File: src/rtl/ifs_pkg.sv
package ifs_pkg;

  localparam int FRAC = 12;
  localparam int PT_W = FRAC + 4;
  localparam int ACC_W = 34;
  localparam int MIN_W = ((2 ** FRAC) + 50) / 100;

  typedef enum logic [1:0] {
    OP_LOAD  = 2'd0,
    OP_START = 2'd1,
    OP_STEP  = 2'd2,
    OP_NONE  = 2'd3
  } opcode_e;

  typedef enum logic [1:0] {
    CFG_WIDTH  = 2'd0,
    CFG_HEIGHT = 2'd1,
    CFG_BORDER = 2'd2,
    CFG_SKIP   = 2'd3
  } cfg_idx_e;

  typedef enum logic [2:0] {
    MS_AD, MS_BC, MS_AX, MS_BY, MS_CX, MS_DY, MS_PX, MS_PY
  } mul_sel_e;

  typedef enum logic [1:0] {
    ACC_HOLD, ACC_LOAD, ACC_ADD, ACC_SUB
  } acc_op_e;

  typedef struct packed {
    logic     take_in;
    mul_sel_e mul_sel;
    acc_op_e  acc_op;
    logic     ld_commit;
    logic     start_pt;
    logic     tgt_calc;
    logic     cum_rd;
    logic     srch_upd;
    logic     coef_rd;
    logic     coef_ld;
    logic     nx_calc;
    logic     pt_upd;
    logic     pix_x;
    logic     out_load;
  } dp_cmd_t;

  typedef struct packed {
    logic [1:0] opcode;
    logic       ld_ok;
    logic       no_rules;
    logic       srch_done;
    logic       skipping;
    logic       out_free;
  } dp_sts_t;

endpackage

File: src/rtl/ifs_ctrl.sv
module ifs_ctrl
  import ifs_pkg::*;
(
  input  logic    clk_i,
  input  logic    rst_ni,
  input  logic    in_valid_i,
  output logic    in_ready_o,
  input  dp_sts_t sts_i,
  output dp_cmd_t cmd_o
);

  typedef enum logic [4:0] {
    ST_IDLE, ST_DEC, ST_L_AD, ST_L_BC, ST_L_SUB, ST_L_COMMIT,
    ST_TGT, ST_S_CHK, ST_S_CMP, ST_S_RD, ST_S_LDC,
    ST_M_AX, ST_M_BY, ST_M_CX, ST_M_DY, ST_M_FY, ST_M_NY,
    ST_P_X, ST_P_Y, ST_P_XF, ST_P_YF
  } state_e;

  state_e state_q, state_d;

  assign in_ready_o = (state_q == ST_IDLE);

  always_comb begin
    state_d = state_q;
    cmd_o = '0;
    cmd_o.mul_sel = MS_AD;
    cmd_o.acc_op = ACC_HOLD;
    case (state_q)
      ST_IDLE: begin
        if (in_valid_i) begin
          cmd_o.take_in = 1'b1;
          state_d = ST_DEC;
        end
      end
      ST_DEC: begin
        state_d = ST_IDLE;
        case (opcode_e'(sts_i.opcode))
          OP_LOAD: if (sts_i.ld_ok) state_d = ST_L_AD;
          OP_START: cmd_o.start_pt = 1'b1;
          OP_STEP: if (!sts_i.no_rules) state_d = ST_TGT;
          default: state_d = ST_IDLE;
        endcase
      end
      ST_L_AD: begin
        cmd_o.mul_sel = MS_AD;
        state_d = ST_L_BC;
      end
      ST_L_BC: begin
        cmd_o.mul_sel = MS_BC;
        cmd_o.acc_op = ACC_LOAD;
        state_d = ST_L_SUB;
      end
      ST_L_SUB: begin
        cmd_o.acc_op = ACC_SUB;
        state_d = ST_L_COMMIT;
      end
      ST_L_COMMIT: begin
        cmd_o.ld_commit = 1'b1;
        state_d = ST_IDLE;
      end
      ST_TGT: begin
        cmd_o.tgt_calc = 1'b1;
        state_d = ST_S_CHK;
      end
      ST_S_CHK: begin
        if (sts_i.srch_done) begin
          state_d = ST_S_RD;
        end else begin
          cmd_o.cum_rd = 1'b1;
          state_d = ST_S_CMP;
        end
      end
      ST_S_CMP: begin
        cmd_o.srch_upd = 1'b1;
        state_d = ST_S_CHK;
      end
      ST_S_RD: begin
        cmd_o.coef_rd = 1'b1;
        state_d = ST_S_LDC;
      end
      ST_S_LDC: begin
        cmd_o.coef_ld = 1'b1;
        state_d = ST_M_AX;
      end
      ST_M_AX: begin
        cmd_o.mul_sel = MS_AX;
        state_d = ST_M_BY;
      end
      ST_M_BY: begin
        cmd_o.mul_sel = MS_BY;
        cmd_o.acc_op = ACC_LOAD;
        state_d = ST_M_CX;
      end
      ST_M_CX: begin
        cmd_o.mul_sel = MS_CX;
        cmd_o.acc_op = ACC_ADD;
        state_d = ST_M_DY;
      end
      ST_M_DY: begin
        cmd_o.mul_sel = MS_DY;
        cmd_o.nx_calc = 1'b1;
        cmd_o.acc_op = ACC_LOAD;
        state_d = ST_M_FY;
      end
      ST_M_FY: begin
        cmd_o.acc_op = ACC_ADD;
        state_d = ST_M_NY;
      end
      ST_M_NY: begin
        cmd_o.pt_upd = 1'b1;
        state_d = sts_i.skipping ? ST_IDLE : ST_P_X;
      end
      ST_P_X: begin
        cmd_o.mul_sel = MS_PX;
        state_d = ST_P_Y;
      end
      ST_P_Y: begin
        cmd_o.mul_sel = MS_PY;
        cmd_o.acc_op = ACC_LOAD;
        state_d = ST_P_XF;
      end
      ST_P_XF: begin
        cmd_o.pix_x = 1'b1;
        cmd_o.acc_op = ACC_LOAD;
        state_d = ST_P_YF;
      end
      ST_P_YF: begin
        if (sts_i.out_free) begin
          cmd_o.out_load = 1'b1;
          state_d = ST_IDLE;
        end
      end
      default: state_d = ST_IDLE;
    endcase
  end

  always_ff @(posedge clk_i or negedge rst_ni) begin
    if (!rst_ni) begin
      state_q <= ST_IDLE;
    end else begin
      state_q <= state_d;
    end
  end

endmodule

File: config.mk
export PLATFORM = sky130hd
export DESIGN_NAME = ifs_ctrl
export DESIGN_NICKNAME = d
export VERILOG_FILES = /design/src/rtl/ifs_pkg.sv /design/src/rtl/ifs_ctrl.sv
export SDC_FILE = /design/constraint.sdc
export NUM_CORES = 1
export LEC_CHECK = 0
export BUFFER_PORTS_ARGS = -buffer_cell sky130_fd_sc_hd__buf_2
export CAP_MARGIN = 25
export CELL_PAD_IN_SITES_DETAIL_PLACEMENT = 0
export CELL_PAD_IN_SITES_GLOBAL_PLACEMENT = 1
export CORE_MARGIN = 5
export CORE_UTILIZATION = 33
export DETAILED_ROUTE_END_ITERATION = 6
export GPL_ROUTABILITY_DRIVEN = 0
export PLACE_DENSITY = 0.89
export SYNTH_ARGS = -nofsm -noshare
export SYNTH_HDL_FRONTEND = slang
export SYNTH_SLANG_ARGS = --single-unit
File: constraint.sdc
create_clock -name clk_i -period 1.5 [get_ports clk_i]
set_input_delay 0.225 -clock clk_i [delete_from_list [all_inputs] [get_ports clk_i]]
set_output_delay 0.225 -clock clk_i [all_outputs]
set_load 0.02 [all_outputs]
Yosys cells after proc, flatten, opt, wreduce, memory -nomap -nowiden
Cells that the tools add are included.
{ "word_totals": {"register_bits": 5, "latch_bits": 0, "ram_bits": 0, "mem_bits_ro": 0, "input_bits": 10, "wordCells": 57, "n_memories": 0} }
{ "op_classes": {"addsub": 0, "multipliers": 0, "div_mod_pow": 0, "n_lt_le_gt_ge": 0, "n_eq_ne": 24, "n_shift": 0, "mux": 26, "n_bitwise": 0, "n_reduce_logical": 6} }
{ "ops": {"columns": ["op", "n"], "rows": [
  ["$pmux 5 s19", 1],
  ["$eq 5x4->1 const B", 8],
  ["$eq 5x5->1 const B", 5],
  ["$pmux 3 s7", 1],
  ["$eq 5x3->1 const B", 4],
  ["$mux 1", 17],
  ["$mux 5", 3],
  ["$eq 5x2->1 const B", 2],
  ["$pmux 5 s2", 1],
  ["$pmux 2 s3", 1],
  ["$eq 5x1->1 const B", 1],
  ["$logic_not 5->1", 1],
  ["$reduce_or 5->1", 1],
  ["$ne 2x2->1 const B", 2],
  ["$reduce_or 2->1", 2],
  ["$mux 3", 1],
  ["$eq 2x1->1 const B", 1],
  ["$eq 2x2->1 const B", 1],
  ["$logic_not 2->1", 1],
  ["$mux 2", 1],
  ["$reduce_and 2->1", 1]
]} }

Depth between registers and ports, before layout
{ "logic_depth": {"depth_word": 3, "ltp_mapped": 5, "ltp_nobuf": 4} }

Worst setup path after synthesis
OpenSTA, ideal clock, no wires.
{ "synth_path": {"path_kind": "register to output", "from": "register state_q[4]", "to": "output cmd_o[7] (netlist bit)", "t_arrival_ns": 1.420, "required_time_ns": 1.275, "setup_slack_ns": -0.145, "path_stages_with_launch": 4, "n_path_buf": 2, "path_cell_list": "dfrtp_1 -> buf_2 -> buf_4 -> nor4_1"} }
{ "synth_lines": {"columns": ["item", "line", "source"], "rows": [
  ["start: declaration", "ifs_ctrl.sv:19", "state_e state_q, state_d;"],
  ["start signal: assignment", "ifs_ctrl.sv:141", "state_q <= state_d;"],
  ["end: declaration", "ifs_ctrl.sv:9", "output dp_cmd_t cmd_o"]
]} }

==> impl_metrics.csv <==
group,metric,value,unit
place,dpl.hpwl,1.72,mm
sta,setup_viol_count_final,18,
synthesis,synthSimpleGateAreaFrac,0.352,
run,max_cap_viol_count,0,
routing,detail-route-antenna-nets,0,
place,portBuffers,27,
global_route,track_usage,0.165,
synthesis,yosys.cell_types.count,40,
final_layout,diodes,0,
setup_path,cpMaxStageDelayCell,"dfrtp_2",
sta,final_hold_viol_count,0,
final_layout,area.growth.synth_to_final,98.2,%
routing,wl_per_cell,15.8,µm
synthesis,synth_fa_ha_area_frac,0.0161,
synthesis,async_reset_ff_frac,1.00,
final_layout,largestRegisters,"state_q (5)",
setup_path,critical_path_arrival,1.46,ns
setup_path,cp_cell_sequence,"or2_4 -> buf_6 -> o22ai_2 -> buf_6",
setup_path,path_buf_inv,2,
pwr,power,2.38,mW
synthesis,syn_nets,102,
global_route,grt_pass1_wl,4.25,mm
setup_path,cp-end-kind,"output pin",
die,die_w,56.1,µm
global_route,antenna_found_initial,0,
setup_path,path_max_fanout,6,
sta,tightest_slew,0.262,ns
global_route,grt_pass1_vias,928,
synthesis,avgSynthCellArea,7.62,µm²
clock_tree,path_clk_slew,0.04,ns
place,dp_cells,160,
global_route,gr-total-overflow,0,
synthesis,ys_seq_area_frac,0.179,
sta,fin_crit,1.68,ns
routing,drc_errors,0,
routing,routed_via_density,5.36,
synthesis,synth-compound-area-share,0.293,
sta,period_share,1.12,
final_layout,instances_no_fill,176,
pwr,vdd_drop_max,1070,µV
sta,finalMaxSlewViolations,0,
routing,wl,2.77,mm
synthesis,ys.flop_type,"dfrtp_1",
setup_path,path_class,"reg -> out",
setup_path,critical_path_required,1.27,ns
setup_path,cp-start-kind,"flip-flop",
synthesis,syn_area,701,µm²
synthesis,synth_top_area_cell,"dfrtp_1",
clock_tree,h-tree-depth,1,
sta,fmax,0.594,GHz
sta,finClkSkew,0.00247,ns
synthesis,synth.top_cell.area_share,0.179,
status,violations,"negative setup slack",
synthesis,synth.area.top_cells,"dfrtp_1 18%, nor2_1 8.0%, buf_6 6.4%, nor3_1 5.7%, a21oi_1 4.3%",
routing,dr_total_vias,944,
synthesis,synth_top_family_by_area,"simple AND/OR/NAND/NOR gates",
routing,first_iter_violations,16,
clock_tree,cts.sinks,5,
setup_path,crit_top_cell,"buf_6",
hold_path,hold_path_class,"in -> reg",
sta,rsz0062_at_grt,"yes",
sta,slew_headroom,0.825,
final_layout,layout_common_cells,"33 x buf_4, 19 x buf_6, 10 x nor2_1",
setup_path,slowest_delay,0.46,ns
setup_path,critPathTopFamily,"flip-flops",
clock_tree,clock_path_buffers,2,
clock_tree,numCtsBuffers,3,
final_layout,drive_gt1_frac,0.705,
final_layout,fin_area,0.00139,mm²
place,placed_area,986,µm²
die,start_util,0.350,
synthesis,syn_inst,92,
final_layout,largest-register,"state_q",
clock_tree,insertion_delay,0.24,ns
synthesis,ys_ff_latch,5,
clock_tree,cts-root-buf,"clkbuf_4",
status,status,"finished, violations left",
global_route,grt_max_degree,12,
pwr,power_leakage,0.595,nW
final_layout,final_common_cell,"buf_4",
final_layout,largest_register_ffs,5,
sta,fin_ws,-0.184,ns
die,die_area,0.00314,mm²
clock_tree,cts_tree,"yes",
routing,detail_route.first_pass.iterations,4,
synthesis,yosys.area_share.xor_xnor,0.0125,
die,io_pins,28,
die,num_rows,16,
pwr,powerDensity,1720,mW/mm²
die,core_area,0.00200,mm²
synthesis,yosys_warnings,0,
die,die_h,56.1,µm
place,dpl_worst_slack,-0.0810,ns
synthesis,synthMuxAreaShare,0.0143,
synthesis,synth_edf_count,0,
final_layout,final_net_count,160,
## kinds of logic after synthesis
logic type                 count (synthesis)
AOI/OAI and AO/OA                         25
muxes                                      1
adders and majority gates                  1
buffers and inverters                     13
xor gates and xnor gates                   1
and+or+nand+nor                           46
DFF                                        5
## cell type report
cell class / count / area [µm²]
inverter: 3 / 13.8
tap: 27 / 33.8
sequential: 5 / 130
multi-input combinational: 74 / 648
clock buffer: 4 / 26.3
fill: 148 / 613
timing repair buffer: 63 / 537
## final timing paths
check                            from         end  slack, ns  cells past startpoint
min reg2reg                state_q[4]  state_q[3]       0.67                      2
min in group asynchronous      rst_ni  state_q[3]       0.32                      2
max reg2reg                state_q[0]  state_q[2]          0                      5
min                          sts_i[2]  state_q[0]       0.28                      3
max in group asynchronous      rst_ni  state_q[2]       1.03                      2
max                        state_q[0]   cmd_o[14]      -0.18                      4
## metal layers
metal / up-vias / GRT usage / part of all wire
li1: 446 / - / -
met3: 2 / 0.0418 / 0.058
met1: 462 / 0.183 / 0.41
met5: - / 0 / 0
met4: 0 / 0.0441 / 0.0061
met2: 34 / 0.307 / 0.53
## worst reg2reg max path: stages (launching register included)
cell and delay [ns]:
dfrtp_2 0.46, or2_4 0.28, buf_6 0.15, buf_4 0.13
o32ai_2 0.21, a221o_1 0.19
## synthesized netlist by cell type, types with 2 or more instances
| library cell | number |
|---|---|
| a21oi_1 | 6 |
| nand2b_2 | 2 |
| buf_6 | 4 |
| nand2_1 | 6 |
| dfrtp_1 | 5 |
| nor3_1 | 8 |
| o21ai_0 | 2 |
| nand2b_1 | 4 |
| nor4_1 | 2 |
| inv_2 | 2 |
| buf_4 | 3 |
| buf_2 | 3 |
| nor2_1 | 15 |
| o21ai_1 | 4 |
## power by group
| group | switching (mW) | internal (mW) |
|---|---|---|
| Combinational | 0.952 | 1.00 |
| Sequential | 0.0901 | 0.181 |
| Clock | 0.0571 | 0.101 |
## repair_timing
item	in CTS	in global routing
hold buffers	1	0
pin swaps	6	6
endpoints found under the hold margin	5	0
setup endpoints to repair	18	20
cloned	0	0
buffers inserted	10	1
resized for setup	50	27
## through the flow
step           setup TNS [ns]  hold WS, ns  utilization
2_1_floorplan               0      -0.0706            -
3_3_place_gp          -0.0342       0.0416        0.493
5_1_grt                 -3.35        0.278        0.694
6_report                -2.21        0.284        0.694
3_5_place_dp           -0.171       0.0442        0.493
4_1_cts                 -1.71        0.256        0.633
(Power assumes the default switching activity.)
